===== config.mk =====
export PLATFORM = sky130hd
export DESIGN_NAME = hlsf_span
export DESIGN_NICKNAME = d
export VERILOG_FILES = /design/src/sv/hlsf_pkg.sv /design/src/sv/hlsf_span.sv
export SDC_FILE = /design/constraint.sdc
export NUM_CORES = 1
export LEC_CHECK = 0
export ABC_AREA = 1
export BUFFER_PORTS_ARGS = -buffer_cell sky130_fd_sc_hd__buf_2
export CAP_MARGIN = 20
export CORE_MARGIN = 2
export CORE_UTILIZATION = 25
export CTS_BUF_LIST = sky130_fd_sc_hd__clkbuf_4 sky130_fd_sc_hd__clkbuf_8
export DETAILED_ROUTE_END_ITERATION = 8
export PLACE_DENSITY = 0.47
export SYNTH_ARGS = -nofsm -noshare
export SYNTH_HDL_FRONTEND = slang
export SYNTH_SLANG_ARGS = --single-unit

===== constraint.sdc =====
create_clock -name clk -period 2.5 [get_ports clk]
set_input_delay 0.25 -clock clk [delete_from_list [all_inputs] [get_ports clk]]
set_output_delay 0.25 -clock clk [all_outputs]
set_load 0.005 [all_outputs]

===== src/sv/hlsf_pkg.sv =====
// shared types, constants and codes for the clipped span fill block
package hlsf_pkg;

  // default screen geometry
  localparam int SCREEN_WIDTH  = 128;
  localparam int SCREEN_HEIGHT = 64;

  // rows per page byte and the row bits that pick the bit inside it
  localparam int PAGE_ROWS = 8;
  localparam int ROW_BITS  = 3;

  // request codes
  localparam logic [1:0] REQ_DRAW   = 2'd0;
  localparam logic [1:0] REQ_READ   = 2'd1;
  localparam logic [1:0] REQ_WRITE  = 2'd2;
  localparam logic [1:0] REQ_UNUSED = 2'd3;

  // colour codes
  localparam logic [1:0] MODE_BLACK  = 2'd0;
  localparam logic [1:0] MODE_WHITE  = 2'd1;
  localparam logic [1:0] MODE_GREY   = 2'd2;
  localparam logic [1:0] MODE_UNUSED = 2'd3;

  // one request item
  typedef struct packed {
    logic [1:0]         req_type;
    logic signed [15:0] start_x;
    logic signed [15:0] row_y;
    logic [7:0]         span_width;
    logic [1:0]         colour_mode;
    logic [9:0]         byte_addr;
    logic [7:0]         write_byte;
  } req_t;

  // one response item
  typedef struct packed {
    logic [7:0] read_byte;
    logic [7:0] pixels_drawn;
  } rsp_t;

endpackage


===== src/sv/hlsf_span.sv =====
// two-stage span clipper: row and span checks, clipping, then count, base address, row mask and dither phase
module hlsf_span #(
  parameter int SCREEN_WIDTH  = hlsf_pkg::SCREEN_WIDTH,
  parameter int SCREEN_HEIGHT = hlsf_pkg::SCREEN_HEIGHT,
  parameter int AW            = 10,
  parameter int CXW           = $clog2(SCREEN_WIDTH + 1)
) (
  input  logic                clk,
  input  logic                load,
  input  logic signed [15:0]  start_x,
  input  logic signed [15:0]  row_y,
  input  logic [7:0]          span_width,
  input  logic [1:0]          colour_mode,
  output logic                span_ok,
  output logic [CXW-1:0]      span_count,
  output logic [AW-1:0]       span_base,
  output logic [7:0]          span_mask,
  output logic [1:0]          span_fill,
  output logic                span_par
);

  localparam int RW = $clog2(SCREEN_HEIGHT);

  // stage one signals
  logic signed [16:0] xs;
  logic signed [16:0] xe;
  logic               y_ok;
  logic               x_ok;
  logic               ok1;
  logic [CXW-1:0]     cs;
  logic [CXW-1:0]     ce;
  logic [RW-1:0]      row;
  logic [1:0]         fill1;

  // span ends at full width, no wrap
  always_comb begin
    xs   = {start_x[15], start_x};
    xe   = xs + $signed({9'b0, span_width});
    y_ok = !row_y[15] && (row_y[14:0] < 15'(SCREEN_HEIGHT));
    x_ok = (!xe[16] && (xe[15:0] != 16'd0))
        && (xs[16] || (xs[15:0] < 16'(SCREEN_WIDTH)));
  end

  // stage one: checks and clipping
  always_ff @(posedge clk) begin
    if (load) begin
      ok1   <= y_ok && x_ok && (colour_mode != hlsf_pkg::MODE_UNUSED);
      cs    <= xs[16] ? '0 : CXW'(xs[15:0]);
      ce    <= (!xe[16] && (xe[15:0] > 16'(SCREEN_WIDTH))) ? CXW'(SCREEN_WIDTH)
                                                            : CXW'(xe[15:0]);
      row   <= RW'(row_y[15:0]);
      fill1 <= colour_mode;
    end
  end

  // stage two: count, page base address, row mask, dither phase
  always_ff @(posedge clk) begin
    span_ok    <= ok1;
    span_count <= ce - cs;
    span_base  <= AW'(AW'(row >> hlsf_pkg::ROW_BITS) * AW'(SCREEN_WIDTH)) + AW'(cs);
    span_mask  <= 8'(1) << row[hlsf_pkg::ROW_BITS-1:0];
    span_fill  <= fill1;
    span_par   <= cs[0] ^ row[0];
  end

endmodule

==> implementation parameters <==
Parameter                              Value

Worst setup path
  CP required ... between 2000 and 3000 ps
  Kind of critical path ... reg -> reg
  Number of cells on the worst reg-to-reg path ... 6
  Endpoint arrival time on the critical path ... 2260 ps
  Worst Setup Start Kind ... register
  Max FO, Critical Path ... 3
  Worst setup EP type ... register

Synth
  Yosys top cell area share ... 0.268
  Post-synthesis sequential area ratio ... 0.483
  Number of flip-flops and latches in the synthesized netlist ... 55
  Warning count from the yosys run ... 0
  Avg Inst Size Synth ... 8.97 µm²
  Cells after synthesis ... 312
  Cell area after synthesis ... 2800 µm²
  Count of different cell masters after synthesis ... 32
  Largest cells by area after synthesis ... edfxtp_1, dfxtp_1, nand2_1
  Number of nets produced by synthesis ... ~380
  Largest area contributor in the netlist ... edfxtp_1

Drt
  Top Metal Used ... met4
  Drt pass-1 iters ... 4
  Detail Route met2 WL ... roughly 2800 µm
  Amount of wire on met3 after detailed routing ... 292 µm
  Drt via density ... roughly 4.1
  Met1 Wirelength ... approximately 2800 µm
  Final antenna-violating net count ... 0
  Routed wire length ... just under 6000 µm
  Drt drc ... 0
  DRT iter0 DRCs ... 88
  Total via count in the routed design ... 2199
  Post-DR wirelength/cell ... 11.2 µm

GRT
  Number of global-route vias before repair ... 2130
  Total global-route track usage ... 0.104
  Maximum number of pins on one net before global-route repair ... 26
  Number of antenna violations at the first check in global routing ... 0
  Global-route wire length before repair ... between 9000 and 10000 µm
  Residual overflow from global routing ... 0

STA
  Final hold violation count ... 0
  PnR worst setup slack ... 470 ps
  Setup clock skew after layout ... 13.3 ps
  Fmax achieved ... a little under 0.5 GHz
  Worst slew pin tran ... 577 ps
  Final Critical Period ... 2030 ps
  Total of endpoints with negative setup slack in the final report ... 0
  Final Slew Violations ... 0
  Worst slew margin relative to its limit ... 0.615
  Setup repair after global routing missed its margin ... no
  Part of the cycle the worst path needs ... 0.812
  Setup TNS after final layout ... 0 ps

Placement
  Weighted congestion at the end of routability-driven global placement ... 0.808
  Hpwl dp ... 5020 µm
  PortBufs ... 73
  Pre-CTS WS ... approximately 160 ps

Finish
  Area Growth Syn to Fin ... 23.1%
  Fraction of final layout cells sized beyond drive strength 1 ... 0.278
  Final net count ... 454
  Fill cell total of the finished layout ... 1164
  Diode insertion count for antenna repair ... 0

Pwr
  Maximum vdd drop ... 344 µV
  Leakage dissipation ... 0.00170 µW
  Pwr per Cell Area ... 623 nW/µm²

Run
  Max-capacitance violation count ... 0

Die
  Die outline area ... approximately 12000 µm²
  IO Pins ... 74
  Vert. Die Dim ... 110 µm
  Placeable core region ... 10900 µm²
  Width of the die ... 110 µm
  Initial Util ... 0.257
  Cell row count ... 38

Clock network
  Master cell of the clock root buffer ... clkbuf_8
  Clock transition time at the flip-flop clock pins of the worst setup and hold paths ... 100 ps
  Maximum clock insertion buffer count ... 2
  Clock latency on the worst-skew pair ... around 300 ps
  Total CTS buffers ... 5
  CTS sink count ... 55
  CTS H-tree lvls ... 2
  Buffers inserted by post-CTS timing repair ... 0
  Quantity of hold-fixing buffers added after cts ... 0
  Clock tree from TritonCTS ... yes
  Number of cells upsized or downsized after cts ... 0

Outcome
  Result of the run ... completed

Hold path
  Number of instances on the worst hold path ... 1
  Worst hold path class ... in -> reg
==> routing by layer <==
| metal | up-vias | track usage |
|---|---|---|
| met5 | - | 0 |
| met4 | 0 | 0.0298 |
| met3 | 5 | 0.0202 |
| met2 | 54 | 0.176 |
| met1 | 977 | 0.134 |
| li1 | 1163 | - |
==> cells by family after synthesis <==
kind of cell             count (synthesis)  share of synthesized area
AND/OR/NAND/NOR                        146                      0.263
AO/OA/AOI/OAI                           24                     0.0483
adder cells (fa/ha/maj)                 19                     0.0903
buffers and inverters                   55                     0.0751
flip-flops                              55                      0.483
XOR/XNOR                                13                     0.0407
==> stage by stage <==
step                      power [µW]  hold slack (ps)  area, µm²   util  cells
after floorplan                 1390              323       2800      -    312
after global placement          1580              326       3330  0.306    524
after detailed placement        1590              329       3330  0.306    524
after CTS                       2170              112       3440  0.316    532
after global routing            2290              107       3440  0.316    532
final                           2140              124       3440  0.316    532
==> flip-flops by register name, summed over array words and instances, names as in the netlist <==
register    cells
row             6
span_base      10
span_mask       8
cs              8
fill1           2
span_fill       2
span_ok         1
span_par        1
ce              8
ok1             1
span_count      8
==> placed cells by master, fill, tap and decap left out, drive strengths merged <==
cell and count:
buf 73, nand2 71, inv 55, dfxtp 30, nand3 26, edfxtp 25, nor2 25, ha 17
a21oi 15, nor3 9, xor2 8, nand4 7, clkbuf 6, o21ai 5, xnor2 5, a21o 2
and2 2, nor4 2, fa 2, or2 2, nand3b 1, and3 1, a21boi 1, a211o 1
bufinv 1
==> worst paths after layout <==
| check | from | end | slack, ps |
|---|---|---|---|
| min | row_y[3] | row[3] | 120 |
| min reg2reg | fill1[1] | span_fill[1] | 350 |
| max reg2reg | cs[0] | span_count[6] | 470 |
| max | cs[0] | span_count[6] | 470 |
==> power by group <==
group	total (µW)	internal, µW	switching, µW
combinational	463	199	264
clock	587	311	276
sequential	1090	1060	34.9
total	2140	1570	575
==> synth_stat cells, drive strengths merged <==
library cell,count
nand2,71
inv,54
dfxtp,30
nand3,26
edfxtp,25
nor2,25
ha,17
a21oi,15
nor3,9
xor2,8
nand4,7
o21ai,5
xnor2,5
a21o,2
and2,2
fa,2
nor4,2
or2,2
a211o,1
a21boi,1
and3,1
buf,1
nand3b,1
==> worst max-delay path: stages, from the launching register on <==
cell	delay, ps
edfxtp_1	460
ha_1	260
fa_1	400
o21ai_0	330
a21oi_1	120
o21ai_0	220
xor2_1	170
==> area by class of cell <==
type / instances / area (µm²) / area share
tap: 140 / 175 / 0.0509
multi-input combinational: 202 / 1240 / 0.359
timing repair buffer: 73 / 365 / 0.106
clock inverter: 2 / 36.3 / 0.0105
clock buffer: 6 / 76.3 / 0.0222
sequential: 55 / 1350 / 0.392
inverter: 54 / 203 / 0.0589
Power figures use the tool's default switching activity.
